<file path="src/design/psh_pkg.sv">
// Package for the payload segmenter: field widths, item types and command codes.
package psh_pkg;

    localparam int CHUNK_SIZE_W     = 13;
    localparam int HEADER_BYTES     = 8;
    localparam int HDR_IDX_W        = $clog2(HEADER_BYTES);
    localparam int S_TDATA_W        = 72;
    localparam int M_TDATA_W        = 8;
    localparam int M_TUSER_W        = 2;

    localparam logic [CHUNK_SIZE_W-1:0] CHUNK_SIZE_RESET = 13'd1024;

    localparam logic CMD_START = 1'b0;
    localparam logic CMD_DATA  = 1'b1;

    localparam logic [HDR_IDX_W-1:0] HDR_IDX_LAST = HDR_IDX_W'(HEADER_BYTES - 1);

    typedef struct packed {
        logic        command;
        logic [31:0] frame_number;
        logic [31:0] total_size;
        logic [7:0]  data_byte;
    } in_item_t;

    typedef struct packed {
        logic [7:0] out_byte;
        logic       is_header;
        logic       end_of_packet;
        logic       last_of_run;
    } out_item_t;

endpackage

</file>
<file path="src/design/psh_in_stage.sv">
// Input register stage: holds one accepted input transfer until the core takes it.
module psh_in_stage (
    input  logic                           aclk,
    input  logic                           aresetn,
    input  logic                           s_tvalid,
    output logic                           s_tready,
    input  logic [psh_pkg::S_TDATA_W-1:0]  s_tdata,
    input  logic                           s_tuser,
    input  logic                           take,
    output logic                           item_valid,
    output psh_pkg::in_item_t              item
);
    import psh_pkg::*;

    logic     valid_reg;
    logic     valid_next;
    in_item_t item_reg;

    assign s_tready   = !valid_reg || take;
    assign item_valid = valid_reg;
    assign item       = item_reg;

    always_comb begin
        valid_next = valid_reg;
        if (s_tready) begin
            valid_next = s_tvalid;
        end
    end

    always_ff @(posedge aclk) begin
        if (!aresetn) begin
            valid_reg <= 1'b0;
        end else begin
            valid_reg <= valid_next;
        end
    end

    always_ff @(posedge aclk) begin
        if (s_tvalid && s_tready) begin
            item_reg.command      <= s_tuser;
            item_reg.frame_number <= s_tdata[31:0];
            item_reg.total_size   <= s_tdata[63:32];
            item_reg.data_byte    <= s_tdata[71:64];
        end
    end

endmodule

</file>
<file path="src/design/psh_core.sv">
// Segmenter core: payload state, header sequencer and chunk size register.
module psh_core (
    input  logic                               aclk,
    input  logic                               aresetn,
    input  logic                               cfg_valid,
    output logic                               cfg_ready,
    input  logic [psh_pkg::CHUNK_SIZE_W-1:0]   cfg_data,
    input  logic                               in_valid,
    input  psh_pkg::in_item_t                  in_item,
    output logic                               in_take,
    input  logic                               out_free,
    output logic                               out_push,
    output psh_pkg::out_item_t                 out_item
);
    import psh_pkg::*;

    logic [CHUNK_SIZE_W-1:0] chunk_size_reg;
    logic [15:0]             frame_tag_reg,       frame_tag_next;
    logic [31:0]             declared_size_reg,   declared_size_next;
    logic [31:0]             bytes_remaining_reg, bytes_remaining_next;
    logic [CHUNK_SIZE_W-1:0] chunk_fill_reg,      chunk_fill_next;
    logic [15:0]             packet_number_reg,   packet_number_next;
    logic [HDR_IDX_W-1:0]    hdr_idx_reg,         hdr_idx_next;
    logic                    hdr_sent_reg,        hdr_sent_next;

    logic [CHUNK_SIZE_W-1:0] limit;
    logic [CHUNK_SIZE_W-1:0] fill_inc;
    logic                    eop;
    logic [7:0]              hdr_byte;

    assign cfg_ready = 1'b1;
    assign limit     = (chunk_size_reg == '0) ? CHUNK_SIZE_W'(1) : chunk_size_reg;
    assign fill_inc  = chunk_fill_reg + CHUNK_SIZE_W'(1);
    assign eop       = (fill_inc >= limit) || (bytes_remaining_reg == 32'd1);

    // Header is big-endian: frame tag, packet number, declared size.
    always_comb begin
        case (hdr_idx_reg)
            3'd0:    hdr_byte = frame_tag_reg[15:8];
            3'd1:    hdr_byte = frame_tag_reg[7:0];
            3'd2:    hdr_byte = packet_number_reg[15:8];
            3'd3:    hdr_byte = packet_number_reg[7:0];
            3'd4:    hdr_byte = declared_size_reg[31:24];
            3'd5:    hdr_byte = declared_size_reg[23:16];
            3'd6:    hdr_byte = declared_size_reg[15:8];
            default: hdr_byte = declared_size_reg[7:0];
        endcase
    end

    always_comb begin
        frame_tag_next       = frame_tag_reg;
        declared_size_next   = declared_size_reg;
        bytes_remaining_next = bytes_remaining_reg;
        chunk_fill_next      = chunk_fill_reg;
        packet_number_next   = packet_number_reg;
        hdr_idx_next         = hdr_idx_reg;
        hdr_sent_next        = hdr_sent_reg;
        in_take              = 1'b0;
        out_push             = 1'b0;
        out_item             = '0;

        if (in_valid) begin
            if (in_item.command == CMD_START) begin
                in_take              = 1'b1;
                frame_tag_next       = in_item.frame_number[15:0];
                declared_size_next   = in_item.total_size;
                bytes_remaining_next = in_item.total_size;
                chunk_fill_next      = '0;
                packet_number_next   = '0;
                hdr_idx_next         = '0;
                hdr_sent_next        = 1'b0;
            end else if (bytes_remaining_reg == '0) begin
                in_take = 1'b1;
            end else if (chunk_fill_reg == '0 && !hdr_sent_reg) begin
                if (out_free) begin
                    out_push           = 1'b1;
                    out_item.out_byte  = hdr_byte;
                    out_item.is_header = 1'b1;
                    hdr_idx_next       = hdr_idx_reg + HDR_IDX_W'(1);
                    if (hdr_idx_reg == HDR_IDX_LAST) begin
                        hdr_sent_next = 1'b1;
                    end
                end
            end else if (out_free) begin
                in_take                = 1'b1;
                out_push               = 1'b1;
                out_item.out_byte      = in_item.data_byte;
                out_item.end_of_packet = eop;
                out_item.last_of_run   = 1'b1;
                bytes_remaining_next   = bytes_remaining_reg - 32'd1;
                hdr_sent_next          = 1'b0;
                if (eop) begin
                    chunk_fill_next    = '0;
                    packet_number_next = packet_number_reg + 16'd1;
                end else begin
                    chunk_fill_next    = fill_inc;
                end
            end
        end
    end

    always_ff @(posedge aclk) begin
        if (!aresetn) begin
            chunk_size_reg      <= CHUNK_SIZE_RESET;
            frame_tag_reg       <= '0;
            declared_size_reg   <= '0;
            bytes_remaining_reg <= '0;
            chunk_fill_reg      <= '0;
            packet_number_reg   <= '0;
            hdr_idx_reg         <= '0;
            hdr_sent_reg        <= 1'b0;
        end else begin
            if (cfg_valid && cfg_ready) begin
                chunk_size_reg <= cfg_data;
            end
            frame_tag_reg       <= frame_tag_next;
            declared_size_reg   <= declared_size_next;
            bytes_remaining_reg <= bytes_remaining_next;
            chunk_fill_reg      <= chunk_fill_next;
            packet_number_reg   <= packet_number_next;
            hdr_idx_reg         <= hdr_idx_next;
            hdr_sent_reg        <= hdr_sent_next;
        end
    end

endmodule

</file>
<file path="src/design/psh_out_stage.sv">
// Output register stage: holds one result transfer until the sink takes it.
module psh_out_stage (
    input  logic                           aclk,
    input  logic                           aresetn,
    input  logic                           push,
    input  psh_pkg::out_item_t             item,
    output logic                           free,
    output logic                           m_tvalid,
    input  logic                           m_tready,
    output logic [psh_pkg::M_TDATA_W-1:0]  m_tdata,
    output logic [psh_pkg::M_TUSER_W-1:0]  m_tuser,
    output logic                           m_tlast
);
    import psh_pkg::*;

    logic      valid_reg;
    logic      valid_next;
    out_item_t item_reg;

    assign free     = !valid_reg || m_tready;
    assign m_tvalid = valid_reg;
    assign m_tdata  = item_reg.out_byte;
    assign m_tuser  = {item_reg.last_of_run, item_reg.is_header};
    assign m_tlast  = item_reg.end_of_packet;

    always_comb begin
        valid_next = valid_reg;
        if (free) begin
            valid_next = push;
        end
    end

    always_ff @(posedge aclk) begin
        if (!aresetn) begin
            valid_reg <= 1'b0;
        end else begin
            valid_reg <= valid_next;
        end
    end

    always_ff @(posedge aclk) begin
        if (push && free) begin
            item_reg <= item;
        end
    end

endmodule

</file>
<file path="src/design/payload_segmenter_with_header.sv">
// Top level of the payload segmenter with per-packet sequence header.
//
//   channel  direction  handshake                 contents
//   s_       in         s_tvalid / s_tready       tdata: frame_number, total_size, data_byte
//                                                 tuser: command
//   m_       out        m_tvalid / m_tready       tdata: out_byte, tuser: is_header,
//                                                 last_of_run, tlast: end_of_packet
//   cfg_     in         cfg_valid / cfg_ready     cfg_data: chunk_payload_size
//
// One input transfer per cycle while the sink keeps up and no header is due; a data
// byte that opens a packet waits while the header sequencer sends eight header bytes.
// Start commands and dropped bytes are taken without producing output.
// Input and output each sit behind a register, so a stalled sink holds one result
// while the next input is still accepted. Synchronous active-low reset clears the
// valid flags and core state and sets the chunk size to 1024; cfg_ready is always high.
module payload_segmenter_with_header (
    input  logic                               aclk,
    input  logic                               aresetn,
    input  logic                               cfg_valid,
    output logic                               cfg_ready,
    input  logic [psh_pkg::CHUNK_SIZE_W-1:0]   cfg_data,
    input  logic                               s_tvalid,
    output logic                               s_tready,
    input  logic [psh_pkg::S_TDATA_W-1:0]      s_tdata,   // frame_number, total_size, data_byte
    input  logic                               s_tuser,   // command
    output logic                               m_tvalid,
    input  logic                               m_tready,
    output logic [psh_pkg::M_TDATA_W-1:0]      m_tdata,   // out_byte
    output logic [psh_pkg::M_TUSER_W-1:0]      m_tuser,   // is_header, last_of_run
    output logic                               m_tlast
);
    import psh_pkg::*;

    logic      in_valid;
    in_item_t  in_item;
    logic      in_take;
    logic      out_free;
    logic      out_push;
    out_item_t out_item;

    psh_in_stage u_in (
        .aclk       (aclk),
        .aresetn    (aresetn),
        .s_tvalid   (s_tvalid),
        .s_tready   (s_tready),
        .s_tdata    (s_tdata),
        .s_tuser    (s_tuser),
        .take       (in_take),
        .item_valid (in_valid),
        .item       (in_item)
    );

    psh_core u_core (
        .aclk      (aclk),
        .aresetn   (aresetn),
        .cfg_valid (cfg_valid),
        .cfg_ready (cfg_ready),
        .cfg_data  (cfg_data),
        .in_valid  (in_valid),
        .in_item   (in_item),
        .in_take   (in_take),
        .out_free  (out_free),
        .out_push  (out_push),
        .out_item  (out_item)
    );

    psh_out_stage u_out (
        .aclk     (aclk),
        .aresetn  (aresetn),
        .push     (out_push),
        .item     (out_item),
        .free     (out_free),
        .m_tvalid (m_tvalid),
        .m_tready (m_tready),
        .m_tdata  (m_tdata),
        .m_tuser  (m_tuser),
        .m_tlast  (m_tlast)
    );

endmodule
</file>
<file path="config.mk">
export PLATFORM = sky130hd
export DESIGN_NAME = payload_segmenter_with_header
export DESIGN_NICKNAME = d
export VERILOG_FILES = /design/src/design/psh_pkg.sv /design/src/design/psh_in_stage.sv /design/src/design/psh_core.sv /design/src/design/psh_out_stage.sv /design/src/design/payload_segmenter_with_header.sv
export SDC_FILE = /design/constraint.sdc
export NUM_CORES = 1
export LEC_CHECK = 0
export ABC_AREA = 1
export BUFFER_PORTS_ARGS = -buffer_cell sky130_fd_sc_hd__buf_2
export CAP_MARGIN = 20
export CORE_MARGIN = 3
export CORE_UTILIZATION = 30
export DETAILED_ROUTE_END_ITERATION = 12
export GPL_ROUTABILITY_DRIVEN = 0
export HOLD_SLACK_MARGIN = 0.06
export PLACE_DENSITY_LB_ADDON = 0.12
export SLEW_MARGIN = 20
export SYNTH_ARGS = -nofsm -noshare
export SYNTH_HDL_FRONTEND = slang
export SYNTH_SLANG_ARGS = --single-unit
</file>
<file path="constraint.sdc">
create_clock -name aclk -period 3.1 [get_ports aclk]
set_input_delay 0.62 -clock aclk [delete_from_list [all_inputs] [get_ports aclk]]
set_output_delay 0.62 -clock aclk [all_outputs]
set_load 0.01 [all_outputs]
</file>
# After elaboration in Yosys (flattened, before gate mapping)
# Index checks and enable logic that the tools add are counted.
# classes
n_addsub	4
magnitude_cmp	1
eq_ne	14
mux	38
bitwise_logic	4
n_reduce_logical	22
# op_table
op	n
32-bit 2-to-1 mux	4
16-bit 2-to-1 mux	5
13-bit 2-to-1 mux	6
8-bit one-hot mux with 7 select lines	1
32-bit by 1-bit == test with 1-bit output, second input constant	1
32-bit zero test	1
32-bit by 1-bit subtractor with 32-bit output, second input constant	1
13-bit zero test	2
16-bit by 1-bit adder with 16-bit output, second input constant	1
8-bit 2-to-1 mux	2
1-bit 2-to-1 mux	15
13-bit by 1-bit adder with 13-bit output, second input constant	1
13-bit greater-or-equal comparator	1
3-bit == test, second input constant	4
3-bit 2-to-1 mux	4
4-bit AND reduction	3
9-bit 2-to-1 mux	1
4-bit OR reduction	2
3-bit by 2-bit == test with 1-bit output, second input constant	2
2-bit by 1-bit != test with 1-bit output, second input constant	3
5-bit AND reduction	1
5-bit OR reduction	1
2-bit != test, second input constant	2
1-bit NOT	4
other kinds (9)	15
# totals
register_bits	196
inputBits	91
output_inout_bits	14
wordCells	101

# Longest topological paths before layout
# logic_depth
depth_word	9
mapped_depth	20
mapped_depth_nobuf	20

# Modules after synthesis
# A second synthesis with hierarchy kept.
# unflattened
cells_unflattened	1209
hier_area_um2	10030.9
# modules_own_cells
mod	n_inst	cells_each	area_each_um2
psh_core	1	1111	7405.9
psh_in_stage	1	80	2243.4
psh_out_stage	1	18	381.6

# Least setup slack after synthesis
# OpenSTA, ideal clock, no wires.
# synth_timing
path_kind	register -> register
startpoint	register u_core.bytes_remaining_reg[0]
endpoint	register u_in.item_reg, in the netlist u_in.item[0] (enable)
setup_ns	0.411
arrival_ns	2.449
path_slack_ns	0.239
path_stages_with_launch	11
path_buffers	0
synth_period_minus_slack_ns	2.861
path_cell_list	dfxtp_1 inv_1 ha_1 nand2_2 nor2_4 nand2_2 nor2_2 nor2_1 nand2_1 nand2_1 inv_1
# synth_via
elab_chain_len	6
# synth_lines
element	line	text
start, declared	psh_core.sv:20	logic [31:0] bytes_remaining_reg, bytes_remaining_next;
start signal, assigned	psh_core.sv:118	bytes_remaining_reg <= bytes_remaining_next;
32-bit zero test	psh_core.sv:72	end else if (bytes_remaining_reg == '0) begin
1-bit 2-to-1 mux	psh_core.sv:72	
1-bit 2-to-1 mux	psh_core.sv:63	if (in_item.command == CMD_START) begin
1-bit 2-to-1 mux	psh_core.sv:62	if (in_valid) begin
1-bit logical OR	psh_in_stage.sv:19	assign s_tready = !valid_reg || take;
net s_tready	payload_segmenter_with_header.sv:23	output logic s_tready,
1-bit logical AND	psh_in_stage.sv:39	if (s_tvalid && s_tready) begin
end, declared	psh_in_stage.sv:17	in_item_t item_reg;
# The timed path passes the listed nets, and every way through them passes these cells.
# A chain may end at the register's enable or synchronous reset.

# Worst setup path after layout
# layout_timing
startpoint	register u_core.bytes_remaining_reg[0]
endpoint	output port s_tready
# layout_via
elab_chain_len	5
# layout_lines
element	line
32-bit zero test	psh_core.sv:72
1-bit 2-to-1 mux	psh_core.sv:72
1-bit 2-to-1 mux	psh_core.sv:63
1-bit 2-to-1 mux	psh_core.sv:62
1-bit logical OR	psh_in_stage.sv:19
end, declared	payload_segmenter_with_header.sv:23
# Every way passes these cells.

==> flow_metrics.env <==
export IMPL_status="finished clean"
export IMPL_routed_wl_um=27300
export IMPL_rows=64
export IMPL_clkTransAtPathRegs_ns=0.08
export IMPL_synthFlopType="dfxtp_1"
export IMPL_diodes=0
export IMPL_cts_tree="built"
export IMPL_grt_max_degree=92
export IMPL_hold_slack_ns=0.344
export IMPL_synth_seq_cells=196
export IMPL_final_cell_count_no_fill=1724
export IMPL_hp_class="input port to flop"
export IMPL_power_mw=6.44
export IMPL_cp_end_kind="output port"
export IMPL_vias=8221
export IMPL_skew_ns=0.0106
export IMPL_avgRoutedWirePerCell_um=15.9
export IMPL_maxSlewHeadroom_pct=47.3
export IMPL_synth_nets=1349
export IMPL_die_width_um=185
export IMPL_port_buffer_count=87
export IMPL_cap_viol_max_count=0
export IMPL_htreeDepth=4
export IMPL_ys_types=40
export IMPL_largest_register_ff_count=57
export IMPL_start_util_pct=30.9
export IMPL_hpwl_um=20100
export IMPL_synth_edf_count=68
export IMPL_avgSynthCellArea_sq_um=7.78
export IMPL_synth_cells=1234
export IMPL_cts_root_buf="clkbuf_16"
export IMPL_fin_crit_ns=2.80
export IMPL_fin_crit_sh_pct=90.4
export IMPL_grt_use_total_pct=16.2
export IMPL_path_class="flop to output port"
export IMPL_final_common_cell="nand2_1"
export IMPL_setup_viol=0
export IMPL_syn_area_sq_um=9600
export IMPL_grt_pass1_wl_um=42900
export IMPL_reg2reg_depth=15
export IMPL_grt_overflow=0
export IMPL_powerDensity_nw_per_um2=579
export IMPL_hold_viol_final=0
export IMPL_design_area_sq_um=11100
export IMPL_die_h_um=185
export IMPL_route_detailed_drc=0
export IMPL_placed_area_sq_um=10500
export IMPL_placed_cells=1691
export IMPL_min_path_cells=1
export IMPL_drt_iter0_drc=602
export IMPL_coreArea_sq_um=31100
export IMPL_cp_arrival_ns=2.18
export IMPL_p_leak_nw=4.62
export IMPL_antenna_found_initial=0
export IMPL_maxSlewViolCount=0
export IMPL_final_nets=1430
export IMPL_crit_path_start_kind="flop"
export IMPL_area_growth_synth_to_final_pct=16.0
export IMPL_clock_sinks=196
export IMPL_final_cell_mix="nand2_1, nor2_1, inv_1"
export IMPL_io_pins=105
export IMPL_max_freq_mhz=357
export IMPL_async_reset_ff_share_pct=0
export IMPL_dpl_worst_slack_ns=0.252
export IMPL_cp_max_fo=7
export IMPL_clk_latency_ns=0.44
export IMPL_final_layout_size_suffix_gt1_share_pct=13.2
export IMPL_fill_cells=3292
export IMPL_setup_ws_ns=0.299
export IMPL_grt_pass1_vias=7749
export IMPL_final_setup_tns_ns=0
export IMPL_worst_pin_slew_ns=0.789
export IMPL_worstPathRequired_ns=2.48
export IMPL_yosysWarnings=0
export IMPL_dieArea_sq_um=34200
export IMPL_cts_buffers=17
export IMPL_viasPerCell=4.77
export IMPL_ir_worst_vdd_mv=0.385
export IMPL_clockBufferDepth=2
export IMPL_first_pass_iters=4
export IMPL_ys_seq_area_share_pct=48.0
export IMPL_detail_route_antenna_nets=0
export IMPL_post_route_util_pct=35.8
kinds of logic (layout without fill, tap and decap cells):
group | count (synthesis) | count (layout) | synth area share (%)
adders and majority gates | 24 | 24 | 3.13
muxes | 5 | 5 | 0.521
buffers and inverters | 190 | 284 | 7.99
and+or+nand+nor | 536 | 536 | 23.7
DFF | 196 | 196 | 48.0
other | 1 | 1 | 0.0391
xor gates and xnor gates | 25 | 25 | 2.28
AOI/OAI and AO/OA | 257 | 257 | 14.4
power by group:
part           leakage (nW)  switching [mW]  internal (mW)
Clock                 0.298            1.13           1.17
Sequential             1.70           0.130           2.85
Combinational          2.63           0.769          0.399
Total                  4.62            2.03           4.41
synth_stat cells, drive strengths merged, types with 12 or more instances:
| library cell | number | share of area, % |
|---|---|---|
| clkbuf | 30 | 1.2 |
| buf | 18 | 1.3 |
| ha | 24 | 3.1 |
| inv | 140 | 5.5 |
| edfxtp | 68 | 21 |
| nor2 | 186 | 7.7 |
| a21oi | 110 | 5.7 |
| nand4 | 13 | 0.85 |
| nor3 | 12 | 0.63 |
| o22ai | 17 | 1.1 |
| nand2 | 225 | 9.0 |
| xor2 | 21 | 1.9 |
| dfxtp | 128 | 27 |
| o21ai | 110 | 5.7 |
| nand3 | 87 | 4.7 |
per-layer routing:
metal	up-vias	GRT usage (%)	wire, um
li1	4246	-	-
met5	-	0	0
met2	131	25.4	12300
met4	0	5.04	502
met1	3819	22.8	13600
met3	25	2.67	883
layout make-up:
cell class	instances	area, sq um	area share, %
flip-flops and latches	196	4600	41.3
multi-input cells	848	4230	38.0
repair buffers	110	658	5.91
inverters	142	533	4.79
well taps	396	495	4.45
clock buffers	18	429	3.85
clock inverters	14	184	1.65
critical path, stage by stage, from the launching register on:
cell and delay (ns):
dfxtp_1 0.33, inv_1 0.12, ha_1 0.23, nand2_2 0.12, nor2_4 0.23, nand2_2 0.08
nor2_2 0.25, nor2_1 0.12, nand2_1 0.11, buf_2 0.14
what timing repair did:
item | in CTS | in global routing
gates resized for setup | 0 | 1
setup endpoints to repair | 0 | 9
hold buffers | 0 | 0
setup buffers | 0 | 1
path summary, 6_finish.rpt:
check / slack (ns) / from / to
max: 0.30 / u_core.bytes_remaining_reg[0]$_SDFFE_PN0P_ / s_tready
min: 0.34 / s_tdata[59] / u_in.item[35]$_DFFE_PP_
max reg2reg: 0.30 / u_core.chunk_fill_reg[1]$_SDFFE_PN0P_ / u_core.packet_number_reg[4]$_SDFFE_PN0P_
min reg2reg: 0.46 / u_core.declared_size_reg[30]$_SDFFE_PN0P_ / u_core.declared_size_reg[30]$_SDFFE_PN0P_
Note: power is estimated with default switching activity, not from simulation.
